--- config.mk ---
export PLATFORM = sky130hd
export DESIGN_NAME = lptc_angle
export DESIGN_NICKNAME = d
export VERILOG_FILES = /design/src/hdl/lptc_pkg.sv /design/src/hdl/lptc_angle.sv
export SDC_FILE = /design/constraint.sdc
export NUM_CORES = 1
export LEC_CHECK = 0
export BUFFER_PORTS_ARGS = -buffer_cell sky130_fd_sc_hd__buf_2
export CAP_MARGIN = 20
export CORE_AREA = 5 5 147 149
export CTS_BUF_LIST = sky130_fd_sc_hd__clkbuf_8
export DETAILED_ROUTE_END_ITERATION = 10
export DIE_AREA = 0 0 152 154
export PLACE_DENSITY_LB_ADDON = 0.08
export SLEW_MARGIN = 25
export SYNTH_ARGS = -nofsm -noshare
export SYNTH_HDL_FRONTEND = slang
export SYNTH_SLANG_ARGS = --single-unit
--- constraint.sdc ---
create_clock -name i_clk -period 4.3 [get_ports i_clk]
set_input_delay 0.215 -clock i_clk [delete_from_list [all_inputs] [get_ports i_clk]]
set_output_delay 0.215 -clock i_clk [all_outputs]
set_load 0.02 [all_outputs]
--- src/hdl/lptc_pkg.sv ---
// Shared types, codes and tables of the lidar polar to Cartesian unit.
package lptc_pkg;

    // Configuration register indexes
    localparam logic [1:0] REG_START_ANGLE = 2'd0;
    localparam logic [1:0] REG_ANGLE_STEP  = 2'd1;

    // Quadrant codes from the two top angle bits
    localparam logic [1:0] QUAD_0 = 2'd0;
    localparam logic [1:0] QUAD_1 = 2'd1;
    localparam logic [1:0] QUAD_2 = 2'd2;
    localparam logic [1:0] QUAD_3 = 2'd3;

    // CORDIC datapath width and start vector (0.60725 in Q.30)
    localparam int CW = 34;
    localparam int TABLE_LEN = 24;
    typedef logic signed [CW-1:0] t_cw;
    localparam t_cw GAIN_START = 34'sd652032874;

    // Arctangent table, 2^-32 turn units
    localparam logic [31:0] ATAN_TURN [TABLE_LEN] = '{
        32'h20000000, 32'h12E4051E, 32'h09FB385B, 32'h051111D4, 32'h028B0D43,
        32'h0145D7E1, 32'h00A2F61E, 32'h00517C55, 32'h0028BE53, 32'h00145F2F,
        32'h000A2F98, 32'h000517CC, 32'h00028BE6, 32'h000145F3, 32'h0000A2F9,
        32'h0000517C, 32'h000028BE, 32'h0000145F, 32'h00000A2F, 32'h00000517,
        32'h0000028B, 32'h00000145, 32'h000000A2, 32'h00000051
    };

    // Product and final sum widths
    localparam int MW = 57;
    localparam int SW = 34;
    typedef logic signed [MW-1:0] t_mul;
    typedef logic signed [SW-1:0] t_sum;
    localparam t_sum SAT_MAX = 34'sh0_7FFF_FFFF;
    localparam t_sum SAT_MIN = 34'sh3_8000_0000;
    localparam t_mul ROUND_HALF = 57'sd536870912;

    // Data carried alongside the angle through the pipeline
    typedef struct packed {
        logic [23:0]        range_value;
        logic signed [31:0] pose_x;
        logic signed [31:0] pose_y;
        logic               scan_end;
        logic [1:0]         quad;
    } t_side;

endpackage

--- src/hdl/lptc_angle.sv ---
// Beam angle: heading + start + index * step, split into quadrant and residue.
module lptc_angle
    import lptc_pkg::*;
#(
    parameter int ANGLE_BITS = 16,
    parameter int INDEX_BITS = 12
) (
    input  logic        i_clk,
    input  logic        i_rst_n,
    input  logic        i_valid,
    input  t_side       i_side,
    input  logic [11:0] i_beam_index,
    input  logic [15:0] i_pose_heading,
    input  logic [15:0] i_start_angle,
    input  logic [15:0] i_angle_step,
    output logic        o_valid,
    output t_cw         o_z,
    output t_side       o_side
);

    localparam int PW = INDEX_BITS + 16;

    logic                  r_valid_a, n_valid_a;
    logic [PW-1:0]         r_prod, n_prod;
    logic [ANGLE_BITS-1:0] r_base, n_base;
    t_side                 r_side_a;
    logic [ANGLE_BITS-1:0] w_ang;
    logic                  r_valid_b;
    t_cw                   r_z, n_z;
    t_side                 r_side_b, n_side_b;

    // Stage A: index product and the constant part of the angle
    always_comb begin
        n_valid_a = i_valid;
        n_prod    = PW'(INDEX_BITS'(i_beam_index)) * PW'(i_angle_step);
        n_base    = ANGLE_BITS'(i_pose_heading) + ANGLE_BITS'(i_start_angle);
    end

    // Stage B: wrap, quadrant, residue scaled to 2^-32 turn
    assign w_ang = r_base + ANGLE_BITS'(r_prod);

    always_comb begin
        n_z           = CW'({w_ang[ANGLE_BITS-3:0], {(32-ANGLE_BITS){1'b0}}});
        n_side_b      = r_side_a;
        n_side_b.quad = w_ang[ANGLE_BITS-1 -: 2];
    end

    always_ff @(posedge i_clk) begin
        if (!i_rst_n) begin
            r_valid_a <= 1'b0;
            r_valid_b <= 1'b0;
        end else begin
            r_valid_a <= n_valid_a;
            r_valid_b <= r_valid_a;
        end
    end

    always_ff @(posedge i_clk) begin
        r_prod   <= n_prod;
        r_base   <= n_base;
        r_side_a <= i_side;
        r_z      <= n_z;
        r_side_b <= n_side_b;
    end

    assign o_valid = r_valid_b;
    assign o_z     = r_z;
    assign o_side  = r_side_b;

endmodule

==> out/metrics.cfg <==
[clock_tree]
numCtsBuffers=36
cts_resized=0
clock_latency_ns=0.50
cts_tree=yes
clk_pin_slew_worst_paths_ns=0.06
cts_root_buf=clkbuf_8
cts_buffer_depth=3
cts-htree-levels=2
clock-sinks=228

[synth]
synth-seq-area-share_pct=47.9
yosys_warnings=0
synth_seq_cells=228
netlist_instances=854
syn_avg_cell_area_sq_um=11.2
synth_flop_cell=dfxtp_1
syn_area_sq_um=9540
synth_edf_count=0
synth_cell_types=38
async_flop_share_pct=0

[route]
first_pass_iters=6
avgRoutedWirePerCell_microns=12.9
drt-initial-drc-count=204
via_per_inst=4.27
wl_mm=20.3
ant_nets=0
drc_errors=0
dr_total_vias=6716

[power_and_ir_drop]
total_power_mw=7.58
ir_worst_vdd_uv=330
power_leakage_nw=6.55
p_per_area_nw_per_um2=581

[critical_path]
worstPathCellList=buf_2 -> nand2_1 -> fa_1 -> fa_1 -> inv_1 -> fa_1 -> fa_1 -> inv_1 -> fa_1 -> inv_1 -> ha_1 -> nand3_1 -> o21ai_0 -> nand2_1 -> a211o_1 -> o21ai_0 -> xnor2_1
startpoint_type=primary input
crit_top_cell=fa_1
cp_max_fo=11
cp.required_ns=4.73
crit_arrival_ns=4.39
cp-end-kind=flop
path_delay_family=adder cells
max_stage_delay_ns=0.54
crit_type=primary input to flop
crit_slowest_cell=fa_1
crit_buf_inv=4

[place]
dp_hpwl_mm=15.6
dp_cells=1419
place.port_buffers=257
gp_congestion=0.871
placed_cell_area_sq_um=11500

[sta]
finalCritPeriodShare_pct=92.1
fmax_mhz=253
finalSetupViolCount=0
rsz0062_at_grt=false
period_minus_slack_ns=3.96
slew_violations=0
worstMarginPinSlew_ns=0.513
slew_headroom_pct=65.4
skew_ns=0.0109
finalHoldViolations=0

[die]
io_pins=280
core_sq_um=20000
die_h_microns=154
fp-row-count=52
fp.dieArea_sq_um=23400
initial_core_util_pct=47.6
die_x_microns=152

[final_layout]
finalNonFillerCells=1573
syn_to_final_growth_pct=36.9
final_area_sq_um=13100
layout.nets=1579
drive_above_1_share_pct=27.9
antenna_cells=0

[global_route]
grt_max_degree=13
grt_pass1_wl_mm=34.9
antenna_found_initial=0
grt_pass1_vias=7293
grt_usage_pct=17.9
gr-total-overflow=0

[job]
max_cap_violations=0

[worst_hold_path]
hp-class=primary input to flop

[outcome]
status=finished clean

Yosys cell counts (12+ instances only):
library cell | n | share of area (%)
o21ai_0 | 17 | 0.89
buf_4 | 20 | 1.6
and2_1 | 43 | 2.8
fa_1 | 81 | 17
xnor2_1 | 49 | 4.5
inv_1 | 130 | 5.1
nand2_1 | 104 | 4.1
dfxtp_1 | 228 | 48
ha_1 | 63 | 8.3
nor2_1 | 12 | 0.47
clkbuf_1 | 14 | 0.55
a21oi_1 | 20 | 1.0
stage by stage:
stage / setup WS, ns / setup TNS, ns / utilization [%] / hold slack [ns]
floorplan: 0.00252 / 0 / - / 0.243
global placement: -0.107 / -0.243 / 57.2 / 0.310
detailed placement: -0.178 / -0.446 / 57.2 / 0.312
CTS: 0.359 / 0 / 65.2 / 0.0310
global route: 0.173 / 0 / 65.2 / 0.0407
finish: 0.340 / 0 / 65.2 / 0.0670
registers in the layout, indices dropped and copies added, names as in the netlist:
signal	count
o_side	91
n_side_b	89
r_base	16
r_prod	16
o_z	14
o_valid	1
r_valid_a	1
worst reg2reg max path, stage by stage, from the launching register on:
cell and delay [ns]:
dfxtp_1 0.31, ha_1 0.16, inv_1 0.06, fa_1 0.40
nor2b_1 0.11, o21ai_0 0.10, a21boi_0 0.35, o211ai_1 0.17
a21oi_1 0.26, o41ai_2 0.10, xnor2_1 0.13
metal layers:
metal,up-vias,GRT usage (%),share of wire (%)
met5,-,0,0
li1,3434,-,-
met4,0,5.69,2.0
met3,25,3.74,4.6
met1,3083,21.0,41
met2,174,32.9,52
cell type report:
type | count | area [sq um]
repair buffers | 406 | 2670
inverters | 131 | 492
flip-flops and latches | 228 | 4560
clock buffers | 42 | 578
clock inverters | 18 | 82.6
well taps | 270 | 338
multi-input cells | 478 | 4340
fillers | 1667 | 6980
cell usage in the layout, fill, tap and decap left out, types with 3 or more instances in the layout:
cell type	Yosys	final
a21boi_0	3	3
a21o_1	9	9
a21oi_1	20	20
and2_1	43	43
buf_2	2	257
buf_4	20	53
clkbuf_8	0	42
conb_1	1	20
dfxtp_1	228	228
dlygate4sd3_1	0	94
fa_1	81	81
ha_1	63	63
inv_1	130	143
nand2_1	104	104
nand2b_1	8	8
nand3_1	3	3
nor2_1	12	12
nor2b_1	4	4
nor3_1	5	5
o211ai_1	4	4
o21a_1	4	4
o21ai_0	17	17
o21bai_1	3	3
xnor2_1	49	49
xor2_1	8	8
final timing paths:
path,from,end,slack [ns],cells past startpoint
max,i_beam_index[3],r_prod[15],0.34,17
min,i_pose_heading[15],r_base[15],0.07,3
max reg2reg,r_base[0],o_z[28],2.03,10
min reg2reg,n_side_b[51],o_side[51],0.32,0
power breakdown:
part           switching [mW]  internal (mW)  total [mW]
logic                    1.74           1.71        3.45
registers              0.0755           2.42        2.50
clock network           0.752          0.887        1.64
cells by family after synthesis:
group,count (synthesis),share of synthesized area [%]
AOI/OAI and AO/OA,73,5.21
xor gates and xnor gates,57,5.23
adders and majority gates,144,25.3
buffers and inverters,167,7.39
DFF,228,47.9
muxes,1,0.105
other,1,0.0393
and+or+nand+nor,183,8.90
repair_timing:
| item | CTS | global route |
|---|---|---|
| endpoints found under the hold margin | 92 | 0 |
| buffers inserted | 0 | 0 |
| hold buffers | 94 | 0 |
No activity file was read; power rests on OpenSTA's default activity.
