==> src/hdl/lptc_pkg.sv <==
// Shared types, codes and tables of the lidar polar to Cartesian unit.
package lptc_pkg;

    // Configuration register indexes
    localparam logic [1:0] REG_START_ANGLE = 2'd0;
    localparam logic [1:0] REG_ANGLE_STEP  = 2'd1;

    // Quadrant codes from the two top angle bits
    localparam logic [1:0] QUAD_0 = 2'd0;
    localparam logic [1:0] QUAD_1 = 2'd1;
    localparam logic [1:0] QUAD_2 = 2'd2;
    localparam logic [1:0] QUAD_3 = 2'd3;

    // CORDIC datapath width and start vector (0.60725 in Q.30)
    localparam int CW = 34;
    localparam int TABLE_LEN = 24;
    typedef logic signed [CW-1:0] t_cw;
    localparam t_cw GAIN_START = 34'sd652032874;

    // Arctangent table, 2^-32 turn units
    localparam logic [31:0] ATAN_TURN [TABLE_LEN] = '{
        32'h20000000, 32'h12E4051E, 32'h09FB385B, 32'h051111D4, 32'h028B0D43,
        32'h0145D7E1, 32'h00A2F61E, 32'h00517C55, 32'h0028BE53, 32'h00145F2F,
        32'h000A2F98, 32'h000517CC, 32'h00028BE6, 32'h000145F3, 32'h0000A2F9,
        32'h0000517C, 32'h000028BE, 32'h0000145F, 32'h00000A2F, 32'h00000517,
        32'h0000028B, 32'h00000145, 32'h000000A2, 32'h00000051
    };

    // Product and final sum widths
    localparam int MW = 57;
    localparam int SW = 34;
    typedef logic signed [MW-1:0] t_mul;
    typedef logic signed [SW-1:0] t_sum;
    localparam t_sum SAT_MAX = 34'sh0_7FFF_FFFF;
    localparam t_sum SAT_MIN = 34'sh3_8000_0000;
    localparam t_mul ROUND_HALF = 57'sd536870912;

    // Data carried alongside the angle through the pipeline
    typedef struct packed {
        logic [23:0]        range_value;
        logic signed [31:0] pose_x;
        logic signed [31:0] pose_y;
        logic               scan_end;
        logic [1:0]         quad;
    } t_side;

endpackage

==> src/hdl/lptc_cordic_stage.sv <==
// One registered rotation-mode CORDIC iteration.
module lptc_cordic_stage
    import lptc_pkg::*;
#(
    parameter int STAGE = 0
) (
    input  logic  i_clk,
    input  logic  i_rst_n,
    input  logic  i_valid,
    input  t_cw   i_x,
    input  t_cw   i_y,
    input  t_cw   i_z,
    input  t_side i_side,
    output logic  o_valid,
    output t_cw   o_x,
    output t_cw   o_y,
    output t_cw   o_z,
    output t_side o_side
);

    localparam t_cw ATAN = t_cw'(ATAN_TURN[STAGE]);

    logic  r_valid;
    t_cw   r_x, r_y, r_z;
    t_cw   n_x, n_y, n_z;
    t_cw   w_dx, w_dy;

    // Floor shifts, direction from the sign of the residual angle
    assign w_dx = i_y >>> STAGE;
    assign w_dy = i_x >>> STAGE;

    always_comb begin
        if (!i_z[CW-1]) begin
            n_x = i_x - w_dx;
            n_y = i_y + w_dy;
            n_z = i_z - ATAN;
        end else begin
            n_x = i_x + w_dx;
            n_y = i_y - w_dy;
            n_z = i_z + ATAN;
        end
    end

    always_ff @(posedge i_clk) begin
        if (!i_rst_n) begin
            r_valid <= 1'b0;
        end else begin
            r_valid <= i_valid;
        end
    end

    always_ff @(posedge i_clk) begin
        r_x    <= n_x;
        r_y    <= n_y;
        r_z    <= n_z;
        o_side <= i_side;
    end

    assign o_valid = r_valid;
    assign o_x     = r_x;
    assign o_y     = r_y;
    assign o_z     = r_z;

endmodule

==> config.mk <==
export PLATFORM = sky130hd
export DESIGN_NAME = lptc_cordic_stage
export DESIGN_NICKNAME = d
export VERILOG_FILES = /design/src/hdl/lptc_pkg.sv /design/src/hdl/lptc_cordic_stage.sv
export SDC_FILE = /design/constraint.sdc
export NUM_CORES = 1
export LEC_CHECK = 0
export ABC_AREA = 1
export BUFFER_PORTS_ARGS = -buffer_cell sky130_fd_sc_hd__buf_2
export CELL_PAD_IN_SITES_DETAIL_PLACEMENT = 1
export CELL_PAD_IN_SITES_GLOBAL_PLACEMENT = 1
export CORE_MARGIN = 3
export CORE_UTILIZATION = 35
export CTS_CLUSTER_DIAMETER = 120
export CTS_CLUSTER_SIZE = 8
export DETAILED_ROUTE_END_ITERATION = 8
export PLACE_DENSITY_LB_ADDON = 0.08
export SETUP_SLACK_MARGIN = 0.1
export SLEW_MARGIN = 20
export SYNTH_ARGS = -nofsm -noshare
export SYNTH_HDL_FRONTEND = slang
export SYNTH_SLANG_ARGS = --single-unit
==> constraint.sdc <==
create_clock -name i_clk -period 2.3 [get_ports i_clk]
set_input_delay 0.345 -clock i_clk [delete_from_list [all_inputs] [get_ports i_clk]]
set_output_delay 0.345 -clock i_clk [all_outputs]
set_load 0.05 [all_outputs]
==> impl_results.md <==
- RSZ-0062 raised after global routing: false
- Max Fclk: 494.7 MHz
- Sequential Power Share: ~32%
- Hold Crit Class: input port to flip-flop
- Synth top cells by count: 446 x nand2_1, 230 x inv_1, 193 x dfxtp_1, 160 x nand3_1, 125 x nor2_1
- Cell area power density: roughly 690 nW/um^2
- Crit path time final: 2021 ps
- Final instance area: approximately 17000 um^2
- Crit start category: input port
- Overall global routing resource usage: about 32%
- Unique masters post-synth: 43
- Core Region: approximately 32000 um^2
- GP Congestion: slightly above 0.9
- Met1 Wirelength: approximately 24000 um
- Largest net degree at the start of global routing: between 70 and 80
- Top_reg_cell synth: dfxtp_1
- N_diodes: 0
- FF+latch count, synth: about 190
- Vias per std cell: slightly below 5
- Clock Path Buffers: 2
- Synthesis-to-layout area growth: 48.90%
- Yosys top cell area share: 33.90%
- Max Used Layer: met4
- Max Cap Viol: 0
- Setup violators final: 0
- Post-synth ARST share: 0%
- # nets final: between 2000 and 3000
- Slew Limit Fails: 0
- Hold depth: 1
- HP Start: i_side[38]
- Hpwl dp: 43510 um
- Die area: approximately 35000 um^2
- TritonCTS Buffers: 17
- Max transition margin: 59.94%
- Critical path arrival: 2360 ps
- DR pass1 iterations: 5
- DRT Wirelength: around 58000 um
- Clk pwr share: between 20% and 30%
- Crit Path Max Fanout: 8
- Critical path class: input port to flip-flop
- Tcrit/Tclk final: between 80% and 90%
- Clock root cell: clkbuf_16
- VDD IR max: roughly 0.56 mV
- Worst setup EP type: flip-flop
- Initial antenna violation count: 0
- Net Sw Frac: around two fifths
- Drc violations: 0
- Yosys top cell by area: dfxtp_1
- Final hold slack: ~32 ps
- # IOs: between 300 and 400
- Met2 wire length: 27850 um
- Area after DPL: 15160 um^2
- Final Non-Filler Cells: 2799
- Routed wire per std cell: approximately 21 um
- Final Hold Viols: 0
- Iter 0 DRT Violations: approximately 640
- CP required: approximately 2600 ps
- Number of synthesized flops with an enable pin: 0
- Cell Rows: between 60 and 70
- # fillers: ~4200
- Critical Path Max Stage Delay: about 460 ps
- First-pass GRT wire length: approximately 90000 um
- Status: finished clean
- IO buf count: about 390
- Post-layout power: between 0.01 and 0.015 W
- Worst hold path endpoint: o_side[38]
- Seq/Total Area, Yosys: around 34%
- Most common cell in the netlist: nand2_1
- Clock transition at path regs: about 80 ps
- Number of post-CTS setup repair buffers: 0
- Leak: 9.193 nW
- Vias in the first global route: 15100
- Crit-path cells: buf_2, inv_1, ha_2, nand2_2, nor2_1, inv_1, nor2_1, a21oi_1, nand2_1, nand2_1, nand3_1, nand2_1, o21ai_1
- Yosys warning count: 0
- Critical path's slowest cell: ha_2
- Overflow after GRT: 0
- Combinational Power Share: 40.0%
- Avg Cell Area, Syn: around 6.9 um^2
- FF+latch area: 3864 um^2
- Worst-Margin Slew: between 500 and 600 ps
- Routed Antenna Nets: 0
- Starting Density: roughly 36%
- TritonCTS clock tree: yes
- Synthesized instance count: between 1500 and 2000
- Ratio of cells with drive above 1 in the final layout: between 20% and 30%
- Psw: roughly 0.0049 W
- Die height: 186.4 um
- CP most frequent cell: nand2_1
- Met3 Wirelength: roughly 2500 um
- Synthesized net count: about 2000
- Area of the mapped netlist: 11400 um^2
- Placed Cells: around 2600
- Multi-input gate area: between 6000 and 7000 um^2
- Via count: approximately 14000
- Htree depth: 4
- Cell-internal power: 0.006831 W
- Ranking of synthesized cells by area: dfxtp_1 34%, nand2_1 15%, ha_1 11%
- Clock sinks: 193
- Die W: 186.4 um
[critical path: cells and delay by family]
family | cells | cell delay [ps]
AO/OA/AOI/OAI | 2 | 360
adder cells (fa/ha/maj) | 1 | 460
buffers and inverters | 3 | 270
AND/OR/NAND/NOR | 7 | 920
[logic make-up (layout without fill, tap and decap cells)]
group / count (synthesis) / after routing / synth area share (%)
AO/OA/AOI/OAI: 251 / 251 / 11.88
XOR/XNOR: 25 / 25 / 1.921
adder cells (fa/ha/maj): 107 / 107 / 12.01
buffers and inverters: 289 / 991 / 10.65
flip-flops: 193 / 193 / 33.90
multiplexers: 1 / 1 / 0.08784
AND/OR/NAND/NOR: 796 / 796 / 29.55
[layout make-up]
cell class	count	share of cell area, %
Timing Repair Buffer	716	27.77
Sequential cell	193	22.77
Inverter	244	5.397
Clock buffer	18	2.588
Clock inverter	13	0.9881
Multi-Input combinational cell	1180	37.28
Tap cell	435	3.207
[through the flow]
stage	setup WS, ps	setup TNS, ps	utilization, %
floorplan	395.8	0	-
global placement	-117.2	-1510	47.68
detailed placement	-172.8	-2878	47.68
CTS	224.1	0	53.34
global route	112.2	0	53.36
finish	278.7	0	53.36
[flip-flops by register name (all words and copies together), names as in the netlist]
signal   count
o_valid      1
o_side      91
o_y         33
o_z         34
o_x         34
[worst max-delay path by stage]
stage                     depth (start not counted)       to  slack (ps)    from
after floorplan                                  13  o_y[32]         400  i_y[0]
after global placement                           10  o_y[13]        -120  i_x[9]
after global routing                             14  o_x[17]         110  i_x[4]
final                                            13  o_y[19]         280  i_x[9]
after CTS                                        13  o_y[19]         220  i_x[9]
after detailed placement                         13  o_y[19]        -170  i_x[9]
[layout by cell type (no fill, tap or decap), drive strengths merged, types with 7 or more instances in the layout]
cell,count
buf,597
nand2,455
inv,251
dfxtp,193
nand3,162
nor2,133
a21oi,122
dlygate4sd3,119
ha,103
o21ai,93
xor2,24
clkbuf,18
nand4,16
nor3,16
o21bai,15
o22ai,7
[metal layers]
layer	global-route usage, %	vias up
li1	-	6646
met1	37.76	6713
met2	57.13	423
met3	5.016	127
met4	16.95	0
met5	0	-
[power groups by stage]
stage          clock, W  sequential, W  combinational (W)
3_5_place_dp          0        0.00384            0.00440
6_report        0.00322        0.00379            0.00468
3_3_place_gp          0        0.00383            0.00433
2_1_floorplan         0        0.00505            0.00151
5_1_grt         0.00339        0.00382            0.00498
4_1_cts         0.00324        0.00377            0.00460
[repair_timing]
action,4_1_cts,5_1_grt
hold endpoints to repair,119,0
hold buffers,119,0
gates resized for setup,0,3
setup endpoints to repair,0,5
(Power assumes the default switching activity.)
